==> src/design/nnpo_pkg.sv <==
`default_nettype none
// ----------------------------------------------------------------------------
// nnpo_pkg
// shared constants and controller/datapath handshake types for the
// nearest neighbour point orderer
// ----------------------------------------------------------------------------
package nnpo_pkg;

  localparam int unsigned MAX_POINTS_DEF  = 64;
  localparam int unsigned COORD_WIDTH_DEF = 24;

  // width of the source index field on the result stream
  localparam int unsigned SRC_IDX_W = 6;

  // configuration register map
  localparam int unsigned CFG_IDX_W = 1;
  localparam logic [CFG_IDX_W-1:0] REG_START_X = 1'b0;
  localparam logic [CFG_IDX_W-1:0] REG_START_Y = 1'b1;

  typedef struct packed {
    logic load;        // store the accepted point
    logic start_pass;  // clear visited marks, move to start position
    logic issue;       // read one stored point into the distance pipeline
    logic emit;        // hand the best point to the output register
    logic emit_last;   // emitted point closes the run
  } nnpo_cmd_t;

  typedef struct packed {
    logic pipe_busy;   // distance pipeline still holds points
    logic out_free;    // output register can take a new result
  } nnpo_status_t;

endpackage
`default_nettype wire

==> src/design/nnpo_ctrl.sv <==
`default_nettype none
// ----------------------------------------------------------------------------
// nnpo_ctrl
// controller: load phase, one scan over the point memory per emitted point,
// pipeline drain and result hand-off
// ----------------------------------------------------------------------------
module nnpo_ctrl #(
  parameter int unsigned MAX_POINTS = nnpo_pkg::MAX_POINTS_DEF,
  localparam int unsigned CNT_W = $clog2(MAX_POINTS + 1),
  localparam int unsigned IDX_W = (MAX_POINTS > 1) ? $clog2(MAX_POINTS) : 1
) (
  input  wire logic                 clk_i,
  input  wire logic                 rst_ni,
  input  wire logic                 in_valid_i,
  input  wire logic                 in_last_i,
  output logic                      in_ready_o,
  input  wire logic [CNT_W-1:0]     count_i,
  input  nnpo_pkg::nnpo_status_t    status_i,
  output nnpo_pkg::nnpo_cmd_t       cmd_o,
  output logic [IDX_W-1:0]          issue_idx_o
);
  import nnpo_pkg::*;

  localparam logic [1:0] ST_IDLE  = 2'd0;
  localparam logic [1:0] ST_SCAN  = 2'd1;
  localparam logic [1:0] ST_DRAIN = 2'd2;
  localparam logic [1:0] ST_EMIT  = 2'd3;

  logic [1:0]       state_q, state_d;
  logic [CNT_W-1:0] scan_q, scan_d;
  logic [CNT_W-1:0] emit_cnt_q, emit_cnt_d;
  logic [CNT_W-1:0] count_last;

  assign count_last  = count_i - CNT_W'(1);
  assign issue_idx_o = scan_q[IDX_W-1:0];

  always_comb begin
    state_d    = state_q;
    scan_d     = scan_q;
    emit_cnt_d = emit_cnt_q;
    in_ready_o = 1'b0;
    cmd_o      = '0;
    unique case (state_q)
      ST_IDLE: begin
        in_ready_o = 1'b1;
        if (in_valid_i) begin
          cmd_o.load = 1'b1;
          if (in_last_i) begin
            cmd_o.start_pass = 1'b1;
            scan_d           = '0;
            emit_cnt_d       = '0;
            state_d          = ST_SCAN;
          end
        end
      end
      ST_SCAN: begin
        cmd_o.issue = 1'b1;
        scan_d      = scan_q + CNT_W'(1);
        if (scan_q == count_last) begin
          state_d = ST_DRAIN;
        end
      end
      ST_DRAIN: begin
        if (!status_i.pipe_busy) begin
          state_d = ST_EMIT;
        end
      end
      ST_EMIT: begin
        if (status_i.out_free) begin
          cmd_o.emit = 1'b1;
          if (emit_cnt_q == count_last) begin
            cmd_o.emit_last = 1'b1;
            state_d         = ST_IDLE;
          end else begin
            emit_cnt_d = emit_cnt_q + CNT_W'(1);
            scan_d     = '0;
            state_d    = ST_SCAN;
          end
        end
      end
      default: begin
        state_d = ST_IDLE;
      end
    endcase
  end

  always_ff @(posedge clk_i or negedge rst_ni) begin
    if (!rst_ni) begin
      state_q    <= ST_IDLE;
      scan_q     <= '0;
      emit_cnt_q <= '0;
    end else begin
      state_q    <= state_d;
      scan_q     <= scan_d;
      emit_cnt_q <= emit_cnt_d;
    end
  end

  property p_issue_in_range;
    @(posedge clk_i) disable iff (!rst_ni)
      cmd_o.issue |-> (scan_q < count_i);
  endproperty
  a_issue_in_range: assert property (p_issue_in_range)
    else $error("scan index past point count");

  property p_emit_after_drain;
    @(posedge clk_i) disable iff (!rst_ni)
      cmd_o.emit |-> !status_i.pipe_busy;
  endproperty
  a_emit_after_drain: assert property (p_emit_after_drain)
    else $error("emit while distance pipeline busy");

  property p_last_ends_pass;
    @(posedge clk_i) disable iff (!rst_ni)
      cmd_o.emit_last |=> (state_q == ST_IDLE);
  endproperty
  a_last_ends_pass: assert property (p_last_ends_pass)
    else $error("pass did not end after final result");

endmodule
`default_nettype wire

==> config.mk <==
export PLATFORM = sky130hd
export DESIGN_NAME = nnpo_ctrl
export DESIGN_NICKNAME = d
export VERILOG_FILES = /design/src/design/nnpo_pkg.sv /design/src/design/nnpo_ctrl.sv
export SDC_FILE = /design/constraint.sdc
export NUM_CORES = 1
export LEC_CHECK = 0
export BUFFER_PORTS_ARGS = -buffer_cell sky130_fd_sc_hd__clkbuf_2
export CORE_ASPECT_RATIO = 2
export CORE_UTILIZATION = 45
export CTS_BUF_LIST = sky130_fd_sc_hd__clkbuf_8
export DETAILED_ROUTE_END_ITERATION = 16
export GPL_ROUTABILITY_DRIVEN = 0
export PLACE_DENSITY = 0.74
export SYNTH_ARGS = -nofsm -noshare
export SYNTH_HDL_FRONTEND = slang
export SYNTH_SLANG_ARGS = --single-unit
export TNS_END_PERCENT = 20
==> constraint.sdc <==
create_clock -name clk_i -period 3.6 [get_ports clk_i]
set_input_delay 1.08 -clock clk_i [delete_from_list [all_inputs] [get_ports clk_i]]
set_output_delay 1.08 -clock clk_i [all_outputs]
set_load 0.01 [all_outputs]
==> results of run 1 <==
==> layout make-up <==
class | count | area, µm² | area share, %
Sequential cell | 16 | 400 | 20.0
Inverter | 9 | 36.3 | 1.81
Timing Repair Buffer | 51 | 347 | 17.3
Clock buffer | 3 | 41.3 | 2.06
Tap cell | 48 | 60.1 | 3.00
Multi-Input combinational cell | 147 | 1120 | 55.9
==> routing by layer <==
metal | track usage, % | up-vias
li1 | - | 745
met1 | 20.4 | 713
met2 | 41.6 | 22
met3 | 2.71 | 8
met4 | 8.82 | 0
met5 | 0 | -
==> how the worst min path moves through the flow <==
stage                                            to  slack, ns
after floorplan           emit_cnt_q[0]$_DFFE_PN0P_       0.55
after global placement        scan_q[6]$_DFFE_PN0P_       0.58
after detailed placement      scan_q[6]$_DFFE_PN0P_       0.59
after CTS                     scan_q[6]$_DFFE_PN0P_       0.61
after global routing          scan_q[6]$_DFFE_PN0P_       0.64
final                         scan_q[6]$_DFFE_PN0P_       0.60
==> synth_stat cells, drive strengths merged (3+ instances only) <==
cell type and number:
nand2 14, nand2b 6, nor3 3, inv 9, nor2 11, o21ai 19
nand3 8, and2 4, o211ai 7, clkbuf 3, xnor2 8, dfrtp 16
ha 8, and3 6, xor2 4, a21oi 5, nand4 3, a31o 3
buf 11, nand3b 8
==> stage by stage <==
stage	TNS [ns]	hold slack, ns	worst slack [ns]
CTS	-0.196	0.608	-0.196
finish	-0.194	0.605	-0.194
global route	-0.266	0.643	-0.266
floorplan	-0.145	0.550	-0.145
detailed placement	-0.279	0.593	-0.279
global placement	-0.288	0.576	-0.288
==> cell families (layout without fill, tap and decap cells) <==
| group | Yosys count | in the layout | synth area share (%) |
|---|---|---|---|
| compound gates | 48 | 48 | 21.2 |
| xor+xnor | 14 | 14 | 9.64 |
| fa+ha+maj | 9 | 9 | 6.84 |
| buf+inv | 23 | 63 | 8.71 |
| flops | 16 | 16 | 24.9 |
| mux | 2 | 2 | 1.32 |
| simple gates | 74 | 74 | 27.5 |
==> critical path, cell delays in order <==
cell and delay (ns):
buf_6 0.09, or2_4 0.26, nor3_4 0.21, xnor3_1 0.26, or4_4 0.52, nor3_4 0.13
buf_2 0.15
==> state kept, by name, summed over array words and instances, names as in the netlist <==
name        flops
emit_cnt_q      7
scan_q          7
state_q         2
==> where the power goes <==
part | total (mW) | internal, mW | leakage, nW | switching (mW)
registers | 0.290 | 0.223 | 0.214 | 0.0665
clock network | 0.136 | 0.0741 | 0.0216 | 0.0617
logic | 0.563 | 0.232 | 0.684 | 0.331
==> what timing repair did <==
action,CTS,global route
gates resized for setup,9,7
pin swaps,6,6
setup buffers,3,4
endpoints found under the setup margin,1,1
hold endpoints to repair,0,0
==> results.py, run 1 <==
metrics = {
    "drt": {
        "ant_nets": 0,
        "drt-initial-drc-count": 30,
        "post-route-drc-count": 0,
        "top_layer": "met4",
        "routed_wirelength_um": 3920,
        "drt_first_pass_iters": 4,
        "wl_met3_um": 69,
        "wire_per_inst_um": 14.3,
        "dr_total_vias": 1488,
        "vias_per_cell": 5.43,
        "wl_met1_um": 1450,
        "dr_wl_met2_um": 2280,
    },
    "worst_setup_path": {
        "cp.required_ns": 2.52,
        "cp.arrival_ns": 2.71,
        "ff2ff_path_depth": 6,
        "critPathLaunch": "count_i[4]",
        "path_max_fanout": 2,
        "setup.worst_path.end_class": "output port",
        "crit_path_start_kind": "input pin",
        "worstSetupPathType": "input pin to output port",
        "rr_startpoint": "emit_cnt_q[4]$_DFFE_PN0P_",
        "rr_endpoint": "emit_cnt_q[2]$_DFFE_PN0P_",
        "cp-endpoint": "cmd_o[0]",
        "reg2reg_setup_slack_ns": 1.37,
    },
    "floorplan": {
        "num_rows": 30,
        "ios": 25,
        "die_h_um": 86.6,
        "dieArea_um2": 3830,
        "start_util_pct": 47.1,
        "die_w_um": 44.3,
        "core_area_um2": 3420,
    },
    "place": {
        "dp_hpwl_um": 2930,
        "dp_cells": 264,
        "portBuffers": 24,
        "dpl-instance-area_um2": 1840,
    },
    "worst_hold_path": {
        "holdPathStages": 2,
        "hp-class": "flip-flop to flip-flop",
        "hp-start": "scan_q[6]$_DFFE_PN0P_",
    },
    "clock_network": {
        "clkTransAtPathRegs_ns": 0.06,
        "clk_latency_ns": 0.25,
        "cts.sinks": 16,
        "clockBufferDepth": 2,
        "numCtsBuffers": 3,
        "root_buffer": "clkbuf_8",
        "cts_hold_buf": 0,
        "htree_levels": 1,
        "cts_tree": "built",
    },
    "synth": {
        "synth_nets": 207,
        "ys_seq_area_share_pct": 24.9,
        "netlist.area_leader.share_pct": 24.9,
        "synth_cell_type_count": 53,
        "synth_area_leaders": "dfrtp_1 25%, ha_1 6.2%, o21ai_0 4.4%, xnor2_1 4.4%, nand3b_1 3.7%",
        "postSynthAreaPerCell_um2": 8.65,
        "yosysTopAreaCell": "dfrtp_1",
        "synthFlopType": "dfrtp_1",
        "yosysWarnings": 0,
        "synth_edf_count": 0,
        "synthArstFlopShare_pct": 100,
        "ys_ff_latch": 16,
        "synth_area_um2": 1610,
        "syn_inst": 186,
    },
    "global_routing": {
        "grt_pass1_wl_um": 6150,
        "grt_start_max_net_pins": 17,
        "grt-ovfl-total": 0,
        "grt_usage_pct": 21.1,
        "antenna_found_initial": 0,
        "grt_pass1_vias": 1401,
    },
    "layout": {
        "area_delta_synth_final_pct": 24.6,
        "num_antenna_cells": 0,
        "nets": 249,
        "fin_util_pct": 58.7,
        "fin_cells": 274,
        "drive_above_1_share_pct": 33.6,
        "layout_commonest_cell": "buf_4",
        "final_area_um2": 2000,
        "final_cell_mix": "27 x buf_4, 20 x clkbuf_2, 16 x dfrtp_1",
        "fill_cells": 304,
    },
    "sta": {
        "fin_ws_ns": -0.194,
        "slew_viol_final": 0,
        "setup_viol": 1,
        "slew_headroom_pct": 66.8,
        "timing.final.crit_share_pct": 105,
        "period_minus_slack_ns": 3.79,
        "worst_pin_slew_ns": 0.498,
        "fin_skew_ns": 0.00634,
        "hold_viol_final": 0,
        "max_freq_mhz": 264,
        "rsz0062_at_grt": "true",
    },
    "power": {
        "finalPower_uw": 989,
        "vdd_drop_max_mv": 0.379,
        "p_leak_nw": 0.919,
        "powerDensity_nw_per_um2": 493,
    },
    "status": {
        "violations": "setup timing",
        "outcome": "finished with violations",
    },
    "job": {
        "maxCapViolations": 0,
    },
}
(Power assumes the default switching activity.)
==> run 2: changes to the inputs <==
clock period = 3.3 ns   (was 3.6 ns; I/O delays follow)
==> run 2 against run 1 <==
The flow still finishes with violations (setup timing). Wire length is 3.2% higher. Largest power group unchanged. Clock power up 12%. Sequential power is 9.7% higher. Clock-buffer cell count is the same. Largest cell class unchanged. Critical path type unchanged. Critical path depth unchanged. Cell count up 1.1%. Critical endpoint unchanged. Sequential cell count unchanged.
==> results.py, run 2 (synthesized netlist as in run 1, its figures left out) <==
metrics = {
    "drt": {
        "drt_first_pass_iters": 4,
        "post-route-drc-count": 0,
        "routed_wirelength_um": 4040,
        "dr_total_vias": 1561,
        "drt-initial-drc-count": 33,
        "ant_nets": 0,
        "wire_per_inst_um": 14.6,
        "vias_per_cell": 5.64,
    },
    "floorplan": {
        "num_rows": 30,
        "die_h_um": 86.6,
        "ios": 25,
        "dieArea_um2": 3830,
        "start_util_pct": 47.1,
        "core_area_um2": 3420,
        "die_w_um": 44.3,
    },
    "power": {
        "power.switching_uw": 535,
        "p_comb_share_pct": 59.7,
        "vdd_drop_max_mv": 0.360,
        "finalPower_mw": 1.17,
        "power.internal_uw": 631,
        "p_leak_nw": 0.934,
        "power_frac_seq_pct": 27.3,
        "p_clk_share_pct": 13.0,
        "swShare_pct": 45.9,
        "powerDensity_nw_per_um2": 577,
    },
    "sta": {
        "worst_pin_slew_ns": 0.543,
        "slew_viol_final": 0,
        "period_minus_slack_ns": 3.56,
        "rsz0062_at_grt": "true",
        "hold_viol_final": 0,
        "fin_skew_ns": 0.00400,
        "slew_headroom_pct": 63.8,
        "max_freq_mhz": 281,
        "fin_ws_ns": -0.262,
        "timing.final.crit_share_pct": 108,
        "holdWs_ns": 0.589,
        "setup_viol": 1,
    },
    "global_routing": {
        "grt-ovfl-total": 0,
        "grt_usage_pct": 23.2,
        "antenna_found_initial": 0,
        "grt_start_max_net_pins": 17,
        "grt_pass1_vias": 1528,
        "grt_pass1_wl_um": 6730,
    },
    "worst_setup_path": {
        "slowest_delay_ns": 0.50,
        "worstSetupPathType": "input pin to output port",
        "ff2ff_path_depth": 14,
        "rr_startpoint": "emit_cnt_q[0]$_DFFE_PN0P_",
        "setup.worst_path.end_class": "output port",
        "crit_path_start_kind": "input pin",
        "cp_slowest_cell": "or4_4",
        "cp.required_ns": 2.31,
        "crit_chain": "clkbuf_2, or3_1, o21ai_2, nand3_1, or4_4, nor3_4, buf_2",
        "cp.arrival_ns": 2.57,
        "path_max_fanout": 3,
        "critPathLaunch": "count_i[0]",
    },
    "worst_hold_path": {
        "holdPathStages": 2,
        "hp-start": "scan_q[6]$_DFFE_PN0P_",
        "hp-class": "flip-flop to flip-flop",
    },
    "place": {
        "place_ws_ns": -0.396,
        "portBuffers": 24,
        "dp_cells": 264,
        "dp_hpwl_um": 2950,
        "dpl-instance-area_um2": 1840,
    },
    "clock_network": {
        "numCtsBuffers": 3,
        "cts_tree": "built",
        "clockBufferDepth": 2,
        "clkTransAtPathRegs_ns": 0.07,
        "htree_levels": 1,
        "root_buffer": "clkbuf_8",
        "clk_latency_ns": 0.25,
        "cts.sinks": 16,
    },
    "layout": {
        "largest_registers": "emit_cnt_q (7), scan_q (7), state_q (2)",
        "nets": 252,
        "final_cell_mix": "28 x buf_4, 21 x clkbuf_2, 16 x dfrtp_1",
        "fin_cells": 277,
        "final_area_um2": 2020,
        "area_delta_synth_final_pct": 25.5,
        "num_antenna_cells": 0,
        "layout_commonest_cell": "buf_4",
        "drive_above_1_share_pct": 34.5,
    },
    "status": {
        "outcome": "finished with violations",
        "violations": "setup timing",
    },
    "job": {
        "maxCapViolations": 0,
    },
}
-- run 2: cell types whose count changed in the layout (fill, tap and decap cells not counted) --
cell	change
buf_4	+1
buf_6	+1
buf_8	+1
clkbuf_2	+1
clkbuf_8	-1
nor2_1	-1
nor2_2	+1
o21ai_2	+1
o21ai_4	-1
or3_1	+1
or3_4	-1
-- run 2: layout make-up --
type,count,area (µm²)
well taps,48,60.1
inverters,9,36.3
clock buffers,3,41.3
fillers,294,1400
flip-flops and latches,16,400
multi-input cells,147,1110
repair buffers,54,372
-- run 2: per-stage QoR --
stage	TNS (ns)	utilization [%]
2_1_floorplan	-0.265	-
6_report	-0.262	59.1
5_1_grt	-0.316	59.1
3_3_place_gp	-0.397	54.0
3_5_place_dp	-0.396	54.0
4_1_cts	-0.303	58.6
-- run 2: worst paths after layout --
check,slack (ns),to
max in group asynchronous,2.32,scan_q[4]$_DFFE_PN0P_
setup / recovery,-0.26,cmd_o[0]
hold / removal,0.59,scan_q[6]$_DFFE_PN0P_
setup reg to reg,0.69,scan_q[3]$_DFFE_PN0P_
min in group asynchronous,0.67,emit_cnt_q[3]$_DFFE_PN0P_
hold reg to reg,0.59,scan_q[6]$_DFFE_PN0P_
-- run 2: timing repair --
action / 4_1_cts / 5_1_grt
buffers inserted: 10 / 0
hold buffers: 0 / 0
pin swaps: 8 / 3
gates resized for setup: 8 / 9
setup endpoints to repair: 1 / 1
-- run 2: worst max-delay path: cells and delay by family --
family	cells	cell delay, ns
buffers and inverters	2	0.25
AOI/OAI and AO/OA	1	0.16
and+or+nand+nor	4	1.16
-- run 2: power groups by stage --
| stage | logic, mW | registers (mW) | clock network [mW] |
|---|---|---|---|
| final | 0.696 | 0.318 | 0.152 |
| after global routing | 0.763 | 0.328 | 0.164 |
| after CTS | 0.673 | 0.317 | 0.156 |
| after detailed placement | 0.599 | 0.320 | 0 |
| after global placement | 0.590 | 0.319 | 0 |
| after floorplan | 0.466 | 0.294 | 0 |
-- run 2: per-layer routing --
layer / track usage [%] / routed length, µm / vias to the layer above
met3: 2.29 / 98 / 20
met2: 43.3 / 2280 / 40
met1: 23.0 / 1410 / 750
li1: - / - / 751
met5: 0 / 0 / -
met4: 14.0 / 259 / 0
==> run 3: changes to the inputs <==
CELL_PAD_IN_SITES_DETAIL_PLACEMENT = 1   (was not set)
CELL_PAD_IN_SITES_GLOBAL_PLACEMENT = 2   (was not set)
CORE_UTILIZATION = 32   (was 45)
PLACE_DENSITY = 0.77   (was 0.74)
==> run 3 against run 2 <==
The flow still finishes with violations (setup timing). Total power increased by 1.7%. Critical path depth grew 1. Non-clock buffer count decreased by 6. Largest power group unchanged. Setup slack worse by 0.070 ns. Highest routed layer unchanged. Hold slack better by 0.040 ns. Die area up 39%.
==> results.py, run 3 (synthesized netlist as in run 1, its figures left out) <==
metrics = {
    "sta": {
        "timing.final.crit_share_pct": 110,
        "worst_pin_slew_ns": 0.570,
        "setup_viol": 1,
        "hold_viol_final": 0,
        "fin_setup_tns_ns": -0.332,
        "period_minus_slack_ns": 3.63,
        "slew_headroom_pct": 62.0,
        "holdWs_ns": 0.629,
        "fin_skew_ns": 0.00726,
        "rsz0062_at_grt": "true",
        "max_freq_mhz": 275,
        "slew_viol_final": 0,
        "fin_ws_ns": -0.332,
    },
    "floorplan": {
        "num_rows": 36,
        "ios": 25,
        "core_area_um2": 4860,
        "dieArea_um2": 5330,
        "die_h_um": 102,
        "start_util_pct": 33.1,
        "die_w_um": 52.1,
    },
    "clock_network": {
        "clkTransAtPathRegs_ns": 0.08,
        "cts_tree": "built",
        "root_buffer": "clkbuf_8",
        "numCtsBuffers": 3,
        "clk_latency_ns": 0.27,
        "cts.sinks": 16,
        "htree_levels": 1,
        "clockBufferDepth": 2,
        "cts_hold_buf": 0,
    },
    "global_routing": {
        "grt_start_max_net_pins": 17,
        "antenna_found_initial": 0,
        "grt_pass1_wl_um": 8130,
        "grt_pass1_vias": 1701,
        "grt-ovfl-total": 0,
        "grt_usage_pct": 21.0,
    },
    "status": {
        "violations": "setup timing",
        "outcome": "finished with violations",
    },
    "layout": {
        "drive_above_1_share_pct": 31.7,
        "num_antenna_cells": 0,
        "final_area_um2": 1990,
        "area_delta_synth_final_pct": 23.9,
        "layout_commonest_cell": "buf_4",
        "largest_registers": "emit_cnt_q (7), scan_q (7), state_q (2)",
        "final_cell_mix": "23 x buf_4, 22 x clkbuf_2, 16 x dfrtp_1",
        "nets": 246,
    },
    "power": {
        "finalPower_mw": 1.19,
        "powerDensity_nw_per_um2": 595,
        "vdd_drop_max_mv": 0.242,
        "p_leak_nw": 0.912,
    },
    "worst_setup_path": {
        "crit_path_start_kind": "input pin",
        "worstSetupPathType": "input pin to output port",
        "path_max_fanout": 4,
        "cp.required_ns": 2.31,
        "reg2reg_setup_slack_ns": 0.99,
        "cp.arrival_ns": 2.64,
        "setup.worst_path.end_class": "output port",
    },
    "place": {
        "dpl-instance-area_um2": 1860,
        "place_ws_ns": -0.454,
        "portBuffers": 24,
        "dp_hpwl_um": 4020,
    },
    "drt": {
        "wire_per_inst_um": 18.1,
        "drt-initial-drc-count": 24,
        "drt_first_pass_iters": 4,
        "ant_nets": 0,
        "routed_wirelength_um": 5100,
        "dr_total_vias": 1528,
        "vias_per_cell": 5.44,
        "post-route-drc-count": 0,
    },
    "worst_hold_path": {
        "hp-class": "flip-flop to flip-flop",
    },
    "job": {
        "maxCapViolations": 0,
    },
}
-- run 3: changes by cell type in the layout (fill, tap and decap cells not counted), sizes merged --
cell,before,now
clkbuf,25,27
buf,32,25
-- run 3: power breakdown --
part           leakage (nW)  switching [mW]  total (mW)  internal (mW)
Sequential            0.214          0.0780       0.321          0.243
Combinational         0.670           0.394       0.669          0.275
Clock                0.0288          0.0885       0.195          0.107
Total                 0.912           0.561        1.19          0.625
-- run 3: critical path, cell delays in order --
cell	delay [ns]
clkbuf_16	0.12
buf_6	0.11
nor3_4	0.25
o311a_1	0.24
o32ai_2	0.10
or4_4	0.53
nor3_4	0.13
buf_2	0.16
-- run 3: final cells by class --
cell class              count  area [µm²]
fillers                   593        2870
clock buffers               4        55.1
flip-flops and latches     16         400
repair buffers             48         324
multi-input cells         147        1110
well taps                  57        71.3
inverters                   9        33.8
-- run 3: per-layer routing --
layer  routed length (µm)  global-route usage, %
met3                   99                   2.83
met2                 3160                   44.3
met5                    0                      0
met1                 1730                   18.8
met4                  106                   6.88
-- run 3: timing repair --
item	4_1_cts	5_1_grt
resized for setup	9	1
endpoints found under the setup margin	1	1
buffers inserted	3	0
pin swaps	6	1
-- run 3: path summary, 6_finish.rpt --
kind,startpoint,to,cells after the start
setup / recovery,count_i[2],cmd_o[0],8
hold reg to reg,scan_q[6]$_DFFE_PN0P_,scan_q[6]$_DFFE_PN0P_,2
max in group asynchronous,rst_ni,emit_cnt_q[2]$_DFFE_PN0P_,1
setup reg to reg,state_q[1]$_DFFE_PN0P_,scan_q[2]$_DFFE_PN0P_,7
min in group asynchronous,rst_ni,scan_q[3]$_DFFE_PN0P_,1
hold / removal,scan_q[6]$_DFFE_PN0P_,scan_q[6]$_DFFE_PN0P_,2
-- run 3: through the flow --
step                      std cells  utilization [%]
after floorplan                 186                -
after global placement          274             38.3
after detailed placement        274             38.3
after CTS                       281             41.0
after global routing            281             41.0
final                           281             41.0
